===== config.mk =====
export PLATFORM = sky130hd
export DESIGN_NAME = clt_queue
export DESIGN_NICKNAME = d
export VERILOG_FILES = /design/src/clt_pkg.sv /design/src/clt_queue.sv
export VERILOG_INCLUDE_DIRS = /design/src /design/src/src
export SDC_FILE = /design/constraint.sdc
export NUM_CORES = 1
export LEC_CHECK = 0
export ABC_AREA = 1
export BUFFER_PORTS_ARGS = -buffer_cell sky130_fd_sc_hd__buf_2
export CORE_MARGIN = 8
export CORE_UTILIZATION = 55
export DETAILED_ROUTE_END_ITERATION = 16
export PLACE_DENSITY = 0.74
export REMOVE_ABC_BUFFERS = 1
export SYNTH_ARGS = -nofsm -noshare
export SYNTH_HDL_FRONTEND = slang
export SYNTH_SLANG_ARGS = --single-unit

===== constraint.sdc =====
create_clock -name clk -period 8.35 [get_ports clk]
set_clock_uncertainty 0.05 [all_clocks]
set_input_delay 0.835 -clock clk [delete_from_list [all_inputs] [get_ports clk]]
set_output_delay 0.835 -clock clk [all_outputs]
set_load 0.1 [all_outputs]

===== src/assert_macros.svh =====
`ifndef ASSERT_MACROS_SVH
`define ASSERT_MACROS_SVH
// concurrent check on a clock with an active-low reset
`define CLT_ASSERT(lbl, clk, rst_n, prop, msg) \
  lbl: assert property (@(posedge clk) disable iff (!rst_n) prop) else $error(msg);
// concurrent check that also holds while reset is asserted
`define CLT_ASSERT_ALWAYS(lbl, clk, prop, msg) \
  lbl: assert property (@(posedge clk) prop) else $error(msg);
`endif


===== src/clt_pkg.sv =====
package clt_pkg;

  localparam int CLT_LINE_MAX = 4096;
  localparam int MAXRES       = 4;
  localparam int QDEPTH       = 4;
  localparam int NWORDS       = 23;
  localparam int NKEYWORDS    = 14;

  localparam logic [3:0] K_SPACE    = 4'd0;
  localparam logic [3:0] K_KEYWORD  = 4'd1;
  localparam logic [3:0] K_LITERAL  = 4'd2;
  localparam logic [3:0] K_OPERATOR = 4'd3;
  localparam logic [3:0] K_PREPROC  = 4'd4;
  localparam logic [3:0] K_COMMENT  = 4'd5;
  localparam logic [3:0] K_IDENT    = 4'd6;
  localparam logic [3:0] K_FUNC     = 4'd7;
  localparam logic [3:0] K_TYPE     = 4'd8;

  typedef struct packed {
    logic [7:0] char_byte;
    logic       end_of_line;
  } in_t;

  typedef struct packed {
    logic [11:0] start_col;
    logic [11:0] token_len;
    logic [3:0]  token_kind;
    logic        last_of_run;
  } out_t;

  typedef struct packed {
    out_t [MAXRES-1:0] res;
    logic [2:0]        cnt;
  } grp_t;

  localparam logic [71:0] WORD_TEXT [NWORDS] = '{
    72'("if"), 72'("else"), 72'("for"), 72'("while"), 72'("return"), 72'("auto"),
    72'("const"), 72'("static"), 72'("class"), 72'("struct"), 72'("template"),
    72'("typename"), 72'("using"), 72'("namespace"), 72'("int"), 72'("void"),
    72'("float"), 72'("double"), 72'("char"), 72'("bool"), 72'("string"),
    72'("vector"), 72'("map")};

  localparam logic [3:0] WORD_SIZE [NWORDS] = '{
    4'd2, 4'd4, 4'd3, 4'd5, 4'd6, 4'd4, 4'd5, 4'd6, 4'd5, 4'd6, 4'd8, 4'd8,
    4'd5, 4'd9, 4'd3, 4'd4, 4'd5, 4'd6, 4'd4, 4'd4, 4'd6, 4'd6, 4'd3};

  function automatic logic [7:0] word_char(input int k, input logic [3:0] i);
    logic [71:0] w;
    int          sh;
    w  = WORD_TEXT[k];
    sh = 8 * (int'(WORD_SIZE[k]) - 1 - int'(i));
    if (sh < 0) sh = 0;
    return 8'(w >> sh);
  endfunction

endpackage


===== src/clt_queue.sv =====
`include "assert_macros.svh"
module clt_queue #(
  parameter int DEPTH = clt_pkg::QDEPTH
) (
  input  logic          clk,
  input  logic          rst_n,
  input  logic          wr,
  input  clt_pkg::grp_t wr_data,
  input  logic          rd,
  output clt_pkg::grp_t rd_data,
  output logic          full,
  output logic          empty
);
  import clt_pkg::*;

  localparam int AW = (DEPTH > 1) ? $clog2(DEPTH) : 1;
  localparam int CW = $clog2(DEPTH + 1);

  grp_t          mem [DEPTH];
  logic [AW-1:0] wp_r, rp_r;
  logic [CW-1:0] cnt_r;
  logic          do_wr, do_rd;

  assign full    = (cnt_r == CW'(DEPTH));
  assign empty   = (cnt_r == '0);
  assign do_wr   = wr && !full;
  assign do_rd   = rd && !empty;
  assign rd_data = mem[rp_r];

  always_ff @(posedge clk) begin
    if (do_wr) mem[wp_r] <= wr_data;
  end

  always_ff @(posedge clk) begin
    if (!rst_n) begin
      wp_r  <= '0;
      rp_r  <= '0;
      cnt_r <= '0;
    end else begin
      if (do_wr) wp_r <= (wp_r == AW'(DEPTH - 1)) ? '0 : wp_r + AW'(1);
      if (do_rd) rp_r <= (rp_r == AW'(DEPTH - 1)) ? '0 : rp_r + AW'(1);
      cnt_r <= cnt_r + CW'(do_wr) - CW'(do_rd);
    end
  end

  `CLT_ASSERT_ALWAYS(a_cnt_bound, clk, (!rst_n || (cnt_r <= CW'(DEPTH))), "queue count above depth")
  `CLT_ASSERT(a_wr_grow, clk, rst_n, (do_wr && !do_rd) |=> (cnt_r == $past(cnt_r) + CW'(1)), "write lost")
  `CLT_ASSERT(a_head_nonzero, clk, rst_n, !empty |-> (rd_data.cnt != '0), "empty group stored")

endmodule


# After elaboration in Yosys (flattened, before gate mapping)

Memories as Yosys holds them, arrays and structs flattened. A register that Yosys moved wholly into a read port is not among the register bits.
Cells that the tools add are included.

Register bits after elaboration: 7
Bits in writable memories: 476
Input port bits: 123
Output and inout bits: 121
Logic and storage cells: 22
Memories: 1

Memories:

| memory | depth | width | read ports | clocked after memory_dff | write ports | line            | RTL |
|---|---|---|---|---|---|---|---|
| mem    | 4     | 119   | 1          | 1                        | 1           | clt_queue.sv:19 | `grp_t mem [DEPTH];` |

$add $sub $neg: 4
Eq/ne operators: 3
Muxes and demuxes: 6
Reduce and logical (&&, ||, !) cells: 5

Operators by type and width:

| operator              | number |
|---|---|
| $mux W2               | 4 |
| $add A2 B1 Y2 const B | 2 |
| $eq A2 B2 Y1 const B  | 2 |
| $add A3 B1 Y3         | 1 |
| $eq A3 B3 Y1 const B  | 1 |
| $logic_not A3 Y1      | 1 |
| $sub A3 B1 Y3         | 1 |
| $logic_and A1 B1 Y1   | 2 |
| $logic_not A1 Y1      | 2 |
| $mux W1               | 2 |

# Logic depth before layout (Yosys ltp)

Gate-level depths: netlist of run 1.

Word-level depth: 5
Mapped depth: 11
Mapped depth without buffers: 11

# Worst setup path after synthesis of run 1

OpenSTA, ideal clock, no wires.

Path type: input to register
From: in wr
To: mem mem[0][0] in the netlist's numbering (enable)
Setup time: 0.599 ns
Arrival time: 5.967 ns
Required time: 7.701 ns
Setup slack: 1.734 ns
Cell stages on the path: 2
Buffers on the path: 0
Cell sequence: nand2_1 -> nor2_1

Longest elaborated chain between the ends: 3

Ends and longest elaborated chain:

| element                       | line            | RTL |
|---|---|---|
| start: declaration            | clt_queue.sv:7  | `input logic wr,` |
| $logic_and A1 B1 Y1           | clt_queue.sv:26 | `assign do_wr = wr && !full;` |
| $mux W1                       | clt_queue.sv:31 | `if (do_wr) mem[wp_r] <= wr_data;` |
| $mux W1 (not written as such) | clt_queue.sv:31 |  |
| end: declaration              | clt_queue.sv:19 |  |

No other way between the ends.

==> metrics, run 1 <==
Nets between 1.5k and 2k; worst-path fanout max roughly 140; leading post-synthesis cells by cell area edfxtp_1 79%, nor2_1 5.2%, o22ai_1 4.1%; sequential share of the synthesized area 0.797; area of the die 0.0391 mm^2; Antenna Nets Post-Route 0; Die H a little under 200 um; Vias ~11k; fin crit period 4.64 ns; # IOs 244; area delta synth->final 16.0%; Synth Flop Type edfxtp_1; TritonCTS Buffers 47; Critical Path Sink Type primary output; core area 0.0325 mm^2; vias in the first global route 10.7k; met2 GRT Util 0.323; RSZ-0062 raised after global routing no; Post-synth ARST share 0; Mapped Area about 0.018 mm^2; vias per cell 5.62; DR WL/cell 20.2 um; worst stage delay on the critical path 0.92 ns; crit-path cells inv_8 > buf_4 > o21ai_1 > o22ai_1 > buf_2; Starting Density 0.558; initial antenna violation count 6; fmax 215 MHz; Post-CTS Setup Bufs 0; worst rel slew slack 0.232; data arrival time of the critical path 3.76 ns; WS Path Type reg2out; DRC 0; clk_lat worst skew 0.54 ns; CP startpoint kind flip-flop; Synth Area per Inst 14.9 um^2; Die Span X 198 um; row cnt 66; global-route wire length before repair 59,500 um; multi-input combinational cell area around 0.0031 mm^2; Fin. Hold Viols 0; status finished, final reports clean; setup tns final 0 ns; Min-Delay Path Class in2reg; met1 usage 0.254; Placer Congestion 0.741; sequential cell area roughly 0.014 mm^2; Iteration-0 DRC Markers between 700 and 800; routing usage on met3 0.0489; clock net sink count ~490; DR pass1 iterations 7; GRT Residual Overflow 0; yosys warns 0; Yosys top cell area share 0.787; busiest grt layer met2; I/O Buffers 243; fin crit share 0.556; Worst Path Required roughly 7.5 ns; Netlist cell types 21; #FFs+latches synth roughly 490; Hold-fix buffers, CTS 0; Setup violations, final 0; Global Route Usage Sum 0.194; final wirelength 38,800 um; MaxCap Viol Count 0; CP max-delay cell buf_4; largest net degree at the start of global routing ~190; Slew Limit Fails 0; Resized Gates After CTS 0; Post-synth EDFFs roughly 480; Gate Count Post-Synth 1,217; TritonCTS clock tree built; post-synth top area cell edfxtp_1; Fillers 2,380; Root Driver clkbuf_16; Worst-path clk slew 0.06 ns; hpwl dp roughly 21,000 um; H-tree lvl count 2; Clock Tree Buf Depth 3; layout cell share with drive strength beyond 1 0.224; reg2reg setup slack around 5.3 ns; Worst Tran Pin Value 1.15 ns
synthesized netlist by cell type, types with 2 or more instances:
| master | number |
|---|---|
| nor2_1 | 253 |
| buf_6 | 25 |
| buf_2 | 4 |
| inv_1 | 16 |
| dfxtp_1 | 9 |
| o21ai_0 | 136 |
| clkbuf_1 | 27 |
| edfxtp_1 | 476 |
| ha_1 | 7 |
| a21oi_1 | 2 |
| o21ai_1 | 102 |
| nand2_1 | 13 |
| clkbuf_2 | 7 |
| o22ai_1 | 119 |
| buf_4 | 15 |
final timing paths:
check                  startpoint                    end  depth (start not counted)
max                     flip-flop            rd_data[32]                          5
min                   wr_data[50]   mem[2][50]$_DFFE_PP_                          1
max reg2reg   cnt_r[1]$_SDFF_PN0_  mem[1][102]$_DFFE_PP_                          6
min reg2reg  rp_r[1]$_SDFFE_PN0N_              flip-flop                          2
metal layers:
layer,up-vias,share of wire
met5,-,0.0010
met4,8,0.013
met3,53,0.083
met2,344,0.50
met1,5359,0.40
li1,5039,-
placed cells by master (no fill, tap or decap), types with 9 or more instances in the layout:
cell type	instances
buf_2	243
inv_1	15
clkbuf_16	49
o21ai_0	136
o22ai_1	119
o21ai_1	102
clkinv_1	9
edfxtp_1	476
nand2_1	13
clkinv_2	14
nor2_1	249
metrics by stage:
| step | utilization | setup WS (ns) | hold slack [ns] | std cells | instance area [um^2] |
|---|---|---|---|---|---|
| CTS | 0.647 | 3.72 | 0.418 | 1918 | 21100 |
| global route | 0.648 | 3.46 | 0.426 | 1920 | 21100 |
| detailed placement | 0.601 | 4.33 | 0.458 | 1833 | 19600 |
| global placement | 0.601 | 4.44 | 0.454 | 1833 | 19600 |
| floorplan | - | 0.562 | 0.433 | 1139 | 17600 |
| finish | 0.648 | 3.71 | 0.453 | 1921 | 21100 |
critical path, delay by kind of cell, from the launching register on:
family	cells	cell delay, ns
compound gates	2	0.41
flops	1	0.52
buf+inv	3	2.05
state kept, by name, indices dropped and copies added (netlist names), named ones only:
| name | cells |
|---|---|
| rp_r | 2 |
| mem | 476 |
| wp_r | 2 |
| cnt_r | 3 |
kinds of logic (layout without fill, tap and decap cells):
kind of cell    Yosys count  count (layout)  share of synthesized area
fa+ha+maj                 8               8                    0.00592
compound gates          359             359                      0.107
other cells               0               3                          0
xor+xnor                  1               1                   0.000482
buf+inv                  95             354                     0.0339
flops                   485             485                      0.797
simple gates            269             269                     0.0560
final cells by class:
| type | count | share of cell area |
|---|---|---|
| flip-flops and latches | 485 | 0.687 |
| multi-input cells | 637 | 0.148 |
| repair buffers | 252 | 0.0633 |
| clock buffers | 56 | 0.0594 |
| well taps | 442 | 0.0262 |
| clock inverters | 29 | 0.0124 |
| inverters | 17 | 0.00350 |
| diodes | 3 | 0.000356 |
Power of run 1 is not shown: default switching activity piles up to over one toggle a cycle in this logic, so the estimate is an artifact.
==> inputs of run 2 (changes only) <==
==> constraint.sdc (replaced) <==
create_clock -name clk -period 4.6 [get_ports clk]
set_clock_uncertainty 0.05 [all_clocks]
set_input_delay 0.46 -clock clk [delete_from_list [all_inputs] [get_ports clk]]
set_output_delay 0.46 -clock clk [all_outputs]
set_load 0.1 [all_outputs]
==> run 2 against run 1 <==
Net effect: routed wire length up 0.44%; critical endpoint is now rd_data[47]; worst hold slack lost 0.41 ns; core utilization up 0.062 points; critical path depth did not move.
==> metrics, run 2 (synthesis gave the netlist of run 1 again) <==
Antenna Nets Post-Route 0; Worst Tran Pin Value 0.893 ns; fmax 278 MHz; TritonCTS Buffers 48; row cnt 66; Fin. Hold Viols 0; Iteration-0 DRC Markers 691; Die H 198 um; Worst Path Required just over 4 ns; Die Span X 198 um; I/O Buffers 243; Clock Tree Buf Depth 3; Worst-path clk slew 0.06 ns; CP startpoint kind flip-flop; Hold Crit Start wr_data[93]; Post-CTS Setup Bufs 0; Biggest register mem; RSZ-0062 raised after global routing no; Min-Delay Path Class in2reg; crit-path cells buf_4 > buf_4 > o21ai_0 > o22ai_1 > buf_2; post-route cell area 0.0211 mm^2; Nets 1,583; CP most frequent cell buf_4; TritonCTS clock tree built; Global Route Usage Sum 0.196; dominant delay contributor by cell family on the critical path buffers and inverters; biggest regs mem (476), cnt_r (3); area of the die roughly 0.039 mm^2; worst r2r path cells 5; Vias 10.9k; worst r2r src cnt_r[1]$_SDFF_PN0_; reg2reg setup slack around 2.1 ns; clk_lat worst skew around 0.57 ns; fin crit period roughly 3.6 ns; Post-DP Area a little under 0.02 mm^2; CP max-delay cell buf_4; Root Driver clkbuf_16; Slew Limit Fails 0; # IOs 244; hpwl dp about 23,000 um; commonest non-fill, non-tap cell in the layout edfxtp_1; max reg flops 476; worst-path fanout max 64; core area 0.0325 mm^2; Resized Gates After CTS 0; Hold Path End mem[0][93]$_DFFE_PP_; Hold-fix buffers, CTS 0; DR pass1 iterations 5; global-route wire length before repair roughly 60,000 um; Starting Density 0.558; fin crit share 0.783; vias in the first global route roughly 11k; Setup WS pre-CTS 1.61 ns; DRC 0; CP bufs+invs 3; clock net sink count around 490; largest net degree at the start of global routing 125; H-tree lvl count 2; initial antenna violation count 6; setup tns final 0 ns; Placer Congestion 0.731; final wirelength a little under 40,000 um; Worst R2R End mem[1][50]$_DFFE_PP_; GRT Residual Overflow 0; DR WL/cell 20.2 um; final setup margin 1.00 ns; data arrival time of the critical path 3.09 ns; Setup violations, final 0; MaxCap Viol Count 0; status finished, final reports clean; vias per cell 5.64; Hold Slack 0.0478 ns; most frequent cells in the layout 476 x edfxtp_1, 249 x nor2_1, 243 x buf_2; WS Path Type reg2out; Critical Path Sink Type primary output; worst rel slew slack 0.405; layout cell share with drive strength beyond 1 0.226; hold depth 1; worst stage delay on the critical path 0.66 ns; area delta synth->final 16.1%
==> run 2: layout make-up <==
cell class | instances | area, um^2
antenna | 4 | 10.0
clock buffer | 59 | 1260
clock inverter | 23 | 148
fill | 2332 | 11400
inverter | 17 | 73.8
multi-input combinational | 637 | 3110
sequential | 485 | 14500
tap | 442 | 553
timing repair buffer | 263 | 1450
==> run 2: how the worst max path moves through the flow <==
stage / cells past startpoint / slack (ns) / endpoint
floorplan: 3 / -2.81 / rd_data[0]
CTS: 5 / 0.95 / rd_data[14]
global placement: 5 / 1.60 / rd_data[1]
global route: 5 / 0.84 / rd_data[43]
finish: 5 / 1.00 / rd_data[47]
detailed placement: 5 / 1.61 / rd_data[97]
==> run 2: metal layers <==
layer	part of all wire	vias to the layer above	global-route usage
met1	0.41	5395	0.259
met4	0.019	6	0.0633
met3	0.075	52	0.0445
li1	-	5068	-
met2	0.49	372	0.322
met5	0.00067	-	0
==> run 2: stage by stage <==
step / instances / util
floorplan: 1139 / -
global placement: 1844 / 0.605
detailed placement: 1844 / 0.605
global route: 1928 / 0.648
finish: 1930 / 0.648
CTS: 1926 / 0.648
Power of run 2 is left out for the same reason.
