==> src/assert_macros.svh <==
`ifndef ASSERT_MACROS_SVH
`define ASSERT_MACROS_SVH
// concurrent check on a clock with an active-low reset
`define CLT_ASSERT(lbl, clk, rst_n, prop, msg) \
  lbl: assert property (@(posedge clk) disable iff (!rst_n) prop) else $error(msg);
// concurrent check that also holds while reset is asserted
`define CLT_ASSERT_ALWAYS(lbl, clk, prop, msg) \
  lbl: assert property (@(posedge clk) prop) else $error(msg);
`endif

==> src/clt_pkg.sv <==
package clt_pkg;

  localparam int CLT_LINE_MAX = 4096;
  localparam int MAXRES       = 4;
  localparam int QDEPTH       = 4;
  localparam int NWORDS       = 23;
  localparam int NKEYWORDS    = 14;

  localparam logic [3:0] K_SPACE    = 4'd0;
  localparam logic [3:0] K_KEYWORD  = 4'd1;
  localparam logic [3:0] K_LITERAL  = 4'd2;
  localparam logic [3:0] K_OPERATOR = 4'd3;
  localparam logic [3:0] K_PREPROC  = 4'd4;
  localparam logic [3:0] K_COMMENT  = 4'd5;
  localparam logic [3:0] K_IDENT    = 4'd6;
  localparam logic [3:0] K_FUNC     = 4'd7;
  localparam logic [3:0] K_TYPE     = 4'd8;

  typedef struct packed {
    logic [7:0] char_byte;
    logic       end_of_line;
  } in_t;

  typedef struct packed {
    logic [11:0] start_col;
    logic [11:0] token_len;
    logic [3:0]  token_kind;
    logic        last_of_run;
  } out_t;

  typedef struct packed {
    out_t [MAXRES-1:0] res;
    logic [2:0]        cnt;
  } grp_t;

  localparam logic [71:0] WORD_TEXT [NWORDS] = '{
    72'("if"), 72'("else"), 72'("for"), 72'("while"), 72'("return"), 72'("auto"),
    72'("const"), 72'("static"), 72'("class"), 72'("struct"), 72'("template"),
    72'("typename"), 72'("using"), 72'("namespace"), 72'("int"), 72'("void"),
    72'("float"), 72'("double"), 72'("char"), 72'("bool"), 72'("string"),
    72'("vector"), 72'("map")};

  localparam logic [3:0] WORD_SIZE [NWORDS] = '{
    4'd2, 4'd4, 4'd3, 4'd5, 4'd6, 4'd4, 4'd5, 4'd6, 4'd5, 4'd6, 4'd8, 4'd8,
    4'd5, 4'd9, 4'd3, 4'd4, 4'd5, 4'd6, 4'd4, 4'd4, 4'd6, 4'd6, 4'd3};

  function automatic logic [7:0] word_char(input int k, input logic [3:0] i);
    logic [71:0] w;
    int          sh;
    w  = WORD_TEXT[k];
    sh = 8 * (int'(WORD_SIZE[k]) - 1 - int'(i));
    if (sh < 0) sh = 0;
    return 8'(w >> sh);
  endfunction

endpackage

==> src/clt_back.sv <==
module clt_back (
  input  logic          clk,
  input  logic          rst_n,
  input  clt_pkg::grp_t head,
  input  logic          q_empty,
  input  logic          pop,
  output logic          q_rd,
  output clt_pkg::out_t data
);
  import clt_pkg::*;

  logic [1:0] idx_r;
  logic       take;

  assign take = pop && !q_empty;
  assign data = head.res[idx_r];
  assign q_rd = take && (3'(idx_r) == head.cnt - 3'd1);

  always_ff @(posedge clk) begin
    if (!rst_n) begin
      idx_r <= '0;
    end else if (take) begin
      idx_r <= q_rd ? 2'd0 : idx_r + 2'd1;
    end
  end

endmodule
==> config.mk <==
export PLATFORM = sky130hd
export DESIGN_NAME = clt_back
export DESIGN_NICKNAME = d
export VERILOG_FILES = /design/src/assert_macros.svh /design/src/clt_pkg.sv /design/src/clt_back.sv
export SDC_FILE = /design/constraint.sdc
export NUM_CORES = 1
export LEC_CHECK = 0
export BUFFER_PORTS_ARGS = -buffer_cell sky130_fd_sc_hd__buf_2
export CAP_MARGIN = 20
export CORE_ASPECT_RATIO = 0.9
export CORE_MARGIN = 2
export CORE_UTILIZATION = 28
export DETAILED_ROUTE_END_ITERATION = 7
export PLACE_DENSITY = 0.81
export SLEW_MARGIN = 30
export SYNTH_ARGS = -nofsm -noshare
export SYNTH_HDL_FRONTEND = slang
export SYNTH_SLANG_ARGS = --single-unit
==> constraint.sdc <==
create_clock -name clk -period 1.57 [get_ports clk]
set_input_delay 0.2355 -clock clk [delete_from_list [all_inputs] [get_ports clk]]
set_output_delay 0.2355 -clock clk [all_outputs]
set_load 0.005 [all_outputs]
---- Word level (Yosys, flattened, before mapping) ----
Cells that the tools add are included.
storage, ports and cells
  register bits after elaboration ......... 2
  input port bits ......................... 123
  output and inout bits ................... 30
cells by class
  add/subtract/negate cells ............... 2
  order comparisons ....................... 1
  equality and inequality tests ........... 1
  mux-type cells .......................... 3
  reduce and logical (&&, ||, !) cells .... 3
operators by type and width
  kind                                                         count
  binary-select mux 29 bit (select 2 bit)                      1
  2-to-1 mux 29 bit                                            1
  == test 2 x 3 -> 1 bit                                       1
  less-than comparator 2 x 3 -> 1 bit (second input constant)  1
  subtractor 3 x 1 -> 3 bit (second input constant)            1
  adder 2 x 1 -> 2 bit (second input constant)                 1
  logical AND 1 bit                                            2
  2-to-1 mux 2 bit                                             1
  zero test 1 bit                                              1

---- Depth between registers and ports, before layout ----
Gate-level depths: netlist (run 1).
  word-level depth ........................ 4
  mapped depth ............................ 5
  mapped depth without buffers ............ 5

---- Worst setup path after synthesis (run 1) ----
Ideal clock, no wire load.
  path type ............................... reg2out
  from .................................... register idx_r[0]
  to ...................................... output port data[10] (netlist bit)
  arrival ................................. 1087 ps
  setup slack ............................. 248 ps
  cell stages (with the launch flop) ...... 4
  buffers on the path ..................... 2
  cells stage by stage .................... dfxtp_1 buf_6 buf_12 mux4_2
RTL lines
  element                   line            RTL
  start: declaration        clt_back.sv:12  logic [1:0] idx_r;
  start signal: assignment  clt_back.sv:23  idx_r <= q_rd ? 2'd0 : idx_r + 2'd1;
  end: declaration          clt_back.sv:8   output clt_pkg::out_t data

---- Final worst setup path (run 1) ----
  from .................................... register idx_r[0]
  to ...................................... output port q_rd
between the ends
  longest elaborated chain between the ends .. 2
RTL lines
  element                 line            RTL
  == test 2 x 3 -> 1 bit  clt_back.sv:17  assign q_rd = take && (3'(idx_r) == head.cnt - 3'd1);
  logical AND 1 bit       clt_back.sv:17
  end: declaration        clt_back.sv:7   output logic q_rd,
Every way passes these cells.

==> qor.yml, run 1 <==
synth_ff_type: "dfxtp_1"
grt_pass1_wl_mm: 5.10
status: "complete, but fails checks"
end_kind: "primary output"
htree_levels: 1
synth_cells: 56
grt-ovfl-total: 0
drt-pass1-iter-count: 6
synth.most_common_cell: "mux4_2"
reg_top3: "idx_r: 2 flops"
syn-cell-area_um2: 922
area_growth_pct: 94.0
layout-drive-gt1-share: 0.914
setup_viol: 30
drv_slew: 0
wl_per_cell_um: 14.2
synth_commonest_cells: "mux4_2, buf_2, buf_12, mux4_1, nor4_1"
synth.avg_cell_area_um2: 16.5
worst_slew_pin_slew_ns: 0.340
yosys.area.top_type: "mux4_2"
synth-xor-area-share: 0.0285
grt_pass1_vias: 1227
core_um2: 3090
stdcell_count: 252
post_drt_via_cell_ratio: 4.88
slew_headroom: 0.773
yosysUniqueCellTypes: 19
initial_core_util: 0.298
nNetsFinal: 336
place_congestion: 0.714
cts_buffer_depth: 2
max_cap_violations: 0
hold_ws_ns: 0.302
synth_edf_count: 0
cpMaxStageDelayCell: "dfxtp_4"
synth.area.mux_share: 0.720
criticalPathCategory: "reg -> out"
largest_reg_flops: 2
cts_root_buf: "clkbuf_4"
cts_tree: "done"
worstPathArrival_ns: 1.46
critical_path.max_stage_delay_ns: 0.36
synth_top_family_by_area: "multiplexers"
antenna_cells: 0
cp_data_required_time_ns: 1.33
power_leakage_nw: 0.890
post-route-cell-area_um2: 1790
antenna_found_initial: 0
max_freq_ghz: 0.590
synth_top_area_share: 0.635
grt_max_degree: 33
largest_register: "idx_r"
dpl-instance-area_um2: 1710
fin_util: 0.579
hp-class: "in -> reg"
layout_setup_ws_ns: -0.124
drt_iter0_markers: 41
cts_hold_buf: 0
async_flop_share: 0
clock_sinks: 2
synth_simple_gate_area_share: 0.0773
io_buffers: 152
dieArea_um2: 3770
skew_ns: 0.00218
setup_tns_ns: -2.20
yosys_register_bits: 2
p_per_area_nw_per_um2: 368
totalWireLength_mm: 3.59
critical-path-top-delay-family: "buffers and inverters"
io_pins: 153
post-route-period-util: 1.08
route.vias.total: 1231
die_h_um: 58.4
cts.reportedPaths.clkPinSlew_ns: 0.03
rows: 19
synth_nets: 180
drcViolationCount: 0
peakVddDrop_uv: 387
violations: "setup timing"
post-place-cells: 245
synth_compound_gate_area_share: 0.00950
synthTopCellsByArea: "mux4_2, mux4_1, buf_12"
cp.buffers_inverters: 3
ys_seq_area_frac: 0.0434
die_w_um: 64.5
hold_viol: 0
clkLatencyLatePin_ns: 0.23
rsz0062_at_grt: "yes"
synthAdderAreaFrac: 0.0136
fin_crit_ns: 1.69
crit_fanout: 7
grt_use_total: 0.173
ant_nets: 0
start_kind: "flop"
yosysWarnings: 0
critical_path.cell_chain: "clkbuf_16 > buf_8 > xnor2_2 > nor4_1 > buf_2"
cts_buffers: 3
hpwl_mm: 3.10
[layout make-up]
cell class | instances | area (um^2)
sequential | 2 | 43.8
timing repair buffer | 159 | 876
multi-input combinational | 44 | 787
inverter | 2 | 7.51
fill | 299 | 1300
tap | 42 | 52.6
clock buffer | 3 | 22.5
[repair_timing]
action	4_1_cts	5_1_grt
gates cloned	0	1
pin swaps	0	2
endpoints found under the setup margin	29	30
gates resized for setup	1	4
setup buffers	1	2
[worst paths after layout]
path	from	cells past startpoint	endpoint	slack, ns
min reg2reg	idx_r[1]	3	idx_r[1]	0.68
max	idx_r[0]	5	q_rd	-0.12
max reg2reg	idx_r[0]	5	idx_r[1]	0.25
min	rst_n	3	idx_r[1]	0.30
[cells in the final DEF (no fill, tap or decap)]
cell / netlist / final
nand2_1: 1 / 1
xnor2_2: 0 / 1
nor2b_1: 1 / 1
and3b_4: 1 / 1
xor2_1: 1 / 1
nor3b_1: 1 / 1
xnor2_1: 2 / 1
buf_4: 0 / 2
clkbuf_4: 0 / 3
buf_2: 4 / 152
buf_8: 0 / 1
mux4_1: 3 / 2
o32ai_1: 1 / 1
dfxtp_4: 0 / 1
nand3b_1: 1 / 1
clkbuf_16: 0 / 1
inv_1: 2 / 2
nor4b_1: 1 / 1
buf_12: 3 / 3
nand2b_1: 1 / 1
ha_1: 1 / 1
dfxtp_1: 2 / 1
nor4_1: 3 / 3
mux4_2: 26 / 27
[power by group]
group | internal (mW) | switching, mW
Sequential | 0.0540 | 0.00590
Combinational | 0.328 | 0.155
Clock | 0.0844 | 0.0311
Total | 0.467 | 0.192
[through the flow]
stage                     setup slack [ns]  total power [mW]
after floorplan                      0.248             0.300
final                               -0.124             0.659
after CTS                           -0.136             0.646
after detailed placement            0.0537             0.523
after global placement              0.0823             0.512
after global routing                -0.185             0.713
[routing by layer]
metal | share of wire | GRT usage | up-vias
met5 | 0 | 0 | -
li1 | - | - | 574
met2 | 0.56 | 0.354 | 79
met1 | 0.33 | 0.176 | 574
met3 | 0.099 | 0.0306 | 4
met4 | 0.0070 | 0.0578 | 0
[cells by family after synthesis]
kind of cell | count (synthesis)
buf+inv | 10
xor+xnor | 3
fa+ha+maj | 1
simple gates | 10
compound gates | 1
mux | 29
flops | 2
[worst reg2reg max path: cells and delay by family (launching register included)]
family / cells / cell delay (ns)
and+or+nand+nor: 1 / 0.19
DFF: 1 / 0.36
AOI/OAI and AO/OA: 1 / 0.25
buffers and inverters: 3 / 0.42
(Power assumes the default switching activity.)
==> inputs of run 2 (changes only) <==
--- a/config.mk
+++ b/config.mk
@@ -9,9 +9,10 @@
 export CAP_MARGIN = 20
 export CORE_ASPECT_RATIO = 0.9
 export CORE_MARGIN = 2
-export CORE_UTILIZATION = 28
+export CORE_UTILIZATION = 31
+export CTS_BUF_LIST = sky130_fd_sc_hd__clkbuf_8
 export DETAILED_ROUTE_END_ITERATION = 7
-export PLACE_DENSITY = 0.81
+export PLACE_DENSITY = 0.89
 export SLEW_MARGIN = 30
 export SYNTH_ARGS = -nofsm -noshare
 export SYNTH_HDL_FRONTEND = slang
==> constraint.sdc (replaced) <==
create_clock -name clk -period 2 [get_ports clk]
set_input_delay 0.3 -clock clk [delete_from_list [all_inputs] [get_ports clk]]
set_output_delay 0.3 -clock clk [all_outputs]
set_load 0.005 [all_outputs]
==> run 2 against run 1 <==
Compared with the run above:
- routed wire length is 13% higher
- first-iteration DRC count is 49% higher
- sequential power is 25% lower
- cell count is 2.0% lower
- worst setup slack better by 0.28 ns
- the flow now finishes without violations
- critical path type unchanged
- register-to-register slack better by 0.62 ns
- sequential share of layout area is 0.056 points lower
==> qor.yml, run 2 (synthesis results as in run 1) <==
status: "finished, final reports clean"
cpMaxStageDelayCell: "mux4_1"
post_drt_via_cell_ratio: 4.90
power_leakage_nw: 0.866
drcViolationCount: 0
largest_register: "idx_r"
grt_pass1_wl_mm: 6.05
post_cts_buffers: 0
drt-pass1-iter-count: 6
antenna_found_initial: 0
rsz0062_at_grt: "no"
fill_cells: 258
cts.reportedPaths.clkPinSlew_ns: 0.03
post-route-period-util: 0.921
mostFrequentLayoutCell: "buf_2"
dpl-instance-area_um2: 1690
cts_hold_buf: 0
start_kind: "flop"
crit_fanout: 14
ant_nets: 0
hpwl_mm: 3.69
nNetsFinal: 333
wl_per_cell_um: 16.5
p_per_area_nw_per_um2: 328
cts_resized: 0
criticalPathCategory: "reg -> out"
clkLatencyLatePin_ns: 0.21
layout_common_cells: "buf_2, mux4_2"
max_freq_ghz: 0.543
totalWireLength_mm: 4.07
grt_pass1_vias: 1351
pre_cts_ws_ns: 0.361
setup_tns_ns: 0
fin_crit_ns: 1.84
peakVddDrop_uv: 229
clock_sinks: 2
skew_ns: 0.00252
die_w_um: 61.5
grt_use_total: 0.234
cts_root_buf: "clkbuf_8"
rows: 18
critical_path.cell_chain: "buf_4 > mux4_1 > buf_2"
end_kind: "primary output"
htree_levels: 1
layout-drive-gt1-share: 0.903
post-route-cell-area_um2: 1730
setup_viol: 0
initial_core_util: 0.330
max_cap_violations: 0
hold_viol: 0
place_congestion: 0.835
grt-ovfl-total: 0
layout_setup_ws_ns: 0.158
post-place-cells: 244
route.vias.total: 1210
grt_max_degree: 24
reg_top3: "idx_r: 2 flops"
cp_data_required_time_ns: 1.70
cts_tree: "done"
area_growth_pct: 87.2
largest_reg_flops: 2
cts_buffers: 3
drv_slew: 0
cts_buffer_depth: 2
antenna_cells: 0
core_um2: 2790
worst_slew_pin_slew_ns: 0.288
critical_path.max_stage_delay_ns: 0.58
slew_headroom: 0.807
die_h_um: 55.7
drt_iter0_markers: 61
io_buffers: 152
dieArea_um2: 3430
stdcell_count: 247
worstPathArrival_ns: 1.54
io_pins: 153
hp-class: "in -> reg"
-- run 2: cell types whose count changed in the layout (fill, tap and decap cells not counted), sizes merged --
cell    before  now
buf        158  156
clkbuf       4    3
-- run 2: final cells by class --
| cell class | instances | area, um^2 | share of cell area |
|---|---|---|---|
| Timing Repair Buffer | 156 | 803 | 0.465 |
| Inverter | 2 | 7.51 | 0.00435 |
| Tap cell | 40 | 50.0 | 0.0290 |
| Clock buffer | 3 | 41.3 | 0.0239 |
| Multi-Input combinational cell | 44 | 783 | 0.454 |
| Sequential cell | 2 | 41.3 | 0.0239 |
-- run 2: final timing paths --
path / cells past startpoint / to / slack, ns / startpoint
setup / recovery: 3 / data[0] / 0.16 / idx_r[0]
hold / removal: 2 / idx_r[0] / 0.38 / rst_n
setup reg to reg: 4 / idx_r[0] / 0.87 / idx_r[1]
hold reg to reg: 3 / idx_r[1] / 0.65 / idx_r[1]
-- run 2: through the flow --
step	utilization	hold WS, ns	power, mW
5_1_grt	0.618	0.389	0.612
6_report	0.618	0.380	0.566
3_5_place_dp	0.603	0.589	0.411
4_1_cts	0.618	0.371	0.576
3_3_place_gp	0.603	0.589	0.396
2_1_floorplan	-	0.450	0.235
-- run 2: report_power, final --
part	leakage (nW)	total (mW)	internal, mW	switching (mW)
combinational	0.828	0.363	0.237	0.125
sequential	0.0167	0.0447	0.0429	0.00179
clock	0.0216	0.159	0.127	0.0317
-- run 2: critical path, delay by kind of cell (launching register included) --
kind / cells / cell delay, ns
flip-flops: 1 / 0.34
buffers and inverters: 2 / 0.41
multiplexers: 1 / 0.58
-- run 2: routing by layer --
metal,up-vias,part of all wire,global-route usage
li1,566,-,-
met1,578,0.33,0.242
met2,60,0.57,0.445
met3,6,0.085,0.0442
met4,0,0.012,0.0821
met5,-,0,0
==> inputs of run 3 (changes only) <==
--- a/config.mk
+++ b/config.mk
@@ -12,7 +12,7 @@
 export CORE_UTILIZATION = 31
 export CTS_BUF_LIST = sky130_fd_sc_hd__clkbuf_8
 export DETAILED_ROUTE_END_ITERATION = 7
-export PLACE_DENSITY = 0.89
+export PLACE_DENSITY_LB_ADDON = 0.15
 export SLEW_MARGIN = 30
 export SYNTH_ARGS = -nofsm -noshare
 export SYNTH_HDL_FRONTEND = slang
==> run 3 against run 2 <==
Compared with the run above:
- clock-buffer cell count did not move
- cell count fell by 0.40%
- utilization rose by 0.18 points
- fmax fell by 2.3%
- non-clock buffer count fell by 1
- final area rose by 0.29%
- clock skew fell by 0.0011 ns
- sequential share of layout area barely moved
- critical path depth did not move
- global-route usage fell by 3.3 points
- combinational power fell by 3%
- total power fell by 1.3%
- largest cell class unchanged
==> qor.yml, run 3 (synthesis results as in run 1) <==
status: "finished, final reports clean"
grt_pass1_wl_mm: 5.32
start_kind: "flop"
criticalPathCategory: "reg -> out"
skew_ns: 0.00139
largest_reg_flops: 2
hold_ws_ns: 0.383
hold_viol: 0
cts_hold_buf: 0
htree_levels: 1
critical_path.max_stage_delay_ns: 0.56
power_leakage_nw: 0.864
nNetsFinal: 332
reg_top3: "idx_r: 2 flops"
dieArea_um2: 3430
grt_max_degree: 33
clkLatencyLatePin_ns: 0.21
critical-path-top-delay-family: "multiplexers"
die_h_um: 55.7
cts_buffer_depth: 2
cts_tree: "done"
antenna_cells: 0
crit_fanout: 12
place_congestion: 0.739
fin_crit_ns: 1.89
cts.reportedPaths.clkPinSlew_ns: 0.03
worst_slew_pin_slew_ns: 0.387
grt-ovfl-total: 0
hpwl_mm: 3.12
worstPathArrival_ns: 1.59
wl_per_cell_um: 14.2
cpMaxStageDelayCell: "mux4_1"
core_um2: 2790
largest_register: "idx_r"
peakVddDrop_uv: 541
setup_viol: 0
critical_path.cell_chain: "buf_12 > mux4_1 > buf_2"
cts_resized: 0
rows: 18
max_cap_violations: 0
cts_root_buf: "clkbuf_8"
end_kind: "primary output"
hp-class: "in -> reg"
cts_buffers: 3
io_pins: 153
initial_core_util: 0.330
post_drt_via_cell_ratio: 4.94
mostFrequentLayoutCell: "buf_2"
io_buffers: 152
grt_use_total: 0.201
cp.buffers_inverters: 2
drcViolationCount: 0
post-route-period-util: 0.943
rsz0062_at_grt: "no"
drt-pass1-iter-count: 3
clock_sinks: 2
antenna_found_initial: 0
die_w_um: 61.5
grt_pass1_vias: 1271
totalWireLength_mm: 3.49
layout_common_cells: "buf_2, mux4_2, mux4_1, nor4_1, clkbuf_8"
cp_data_required_time_ns: 1.70
fill_cells: 277
drt_iter0_markers: 26
drv_slew: 0
slew_headroom: 0.742
setup_tns_ns: 0
post_cts_buffers: 0
ant_nets: 0
max_freq_ghz: 0.530
p_per_area_nw_per_um2: 323
layout-drive-gt1-share: 0.903
route.vias.total: 1215
area_growth_pct: 87.8
run 3: cell types whose count changed in the layout (fill, tap and decap cells not counted), sizes merged:
cell  before  now
buf      156  155
run 3: layer usage:
metal  global-route usage  part of all wire
met1                0.189              0.31
met2                0.395              0.57
met3               0.0605              0.11
met4               0.0517             0.014
met5                    0                 0
run 3: power breakdown:
group          leakage (nW)  switching, mW  internal, mW  total (mW)
registers            0.0167        0.00645        0.0429      0.0493
logic                 0.826          0.113         0.240       0.353
clock network        0.0216         0.0295         0.127       0.157
total                 0.864          0.149         0.410       0.559
run 3: final timing paths:
kind / start / endpoint / slack (ns) / depth (start not counted)
hold / removal: rst_n / idx_r[1] / 0.38 / 3
hold reg to reg: idx_r[1] / idx_r[1] / 0.76 / 3
setup reg to reg: idx_r[1] / idx_r[0] / 0.68 / 4
setup / recovery: idx_r[0] / data[0] / 0.11 / 3
run 3: layout make-up:
class	count	area [um^2]	share of cell area
clock buffers	3	41.3	0.0238
multi-input cells	44	783	0.452
well taps	40	50.0	0.0289
flip-flops and latches	2	41.3	0.0238
repair buffers	155	808	0.467
inverters	2	7.51	0.00434
run 3: per-stage QoR:
| stage | setup slack, ns | power [mW] | std cells | instance area (um^2) | util |
|---|---|---|---|---|---|
| finish | 0.114 | 0.559 | 246 | 1730 | 0.620 |
| global route | 0.0122 | 0.612 | 246 | 1730 | 0.620 |
| CTS | 0.0885 | 0.568 | 246 | 1730 | 0.620 |
| detailed placement | 0.309 | 0.408 | 243 | 1690 | 0.605 |
| global placement | 0.333 | 0.397 | 243 | 1690 | 0.605 |
| floorplan | 0.613 | 0.235 | 56 | 922 | - |
run 3: worst min-delay path, delay by kind of cell:
| family | cells | cell delay, ns |
|---|---|---|
| buffers and inverters | 1 | 0.11 |
| AND/OR/NAND/NOR | 1 | 0.06 |
| AO/OA/AOI/OAI | 1 | 0.07 |
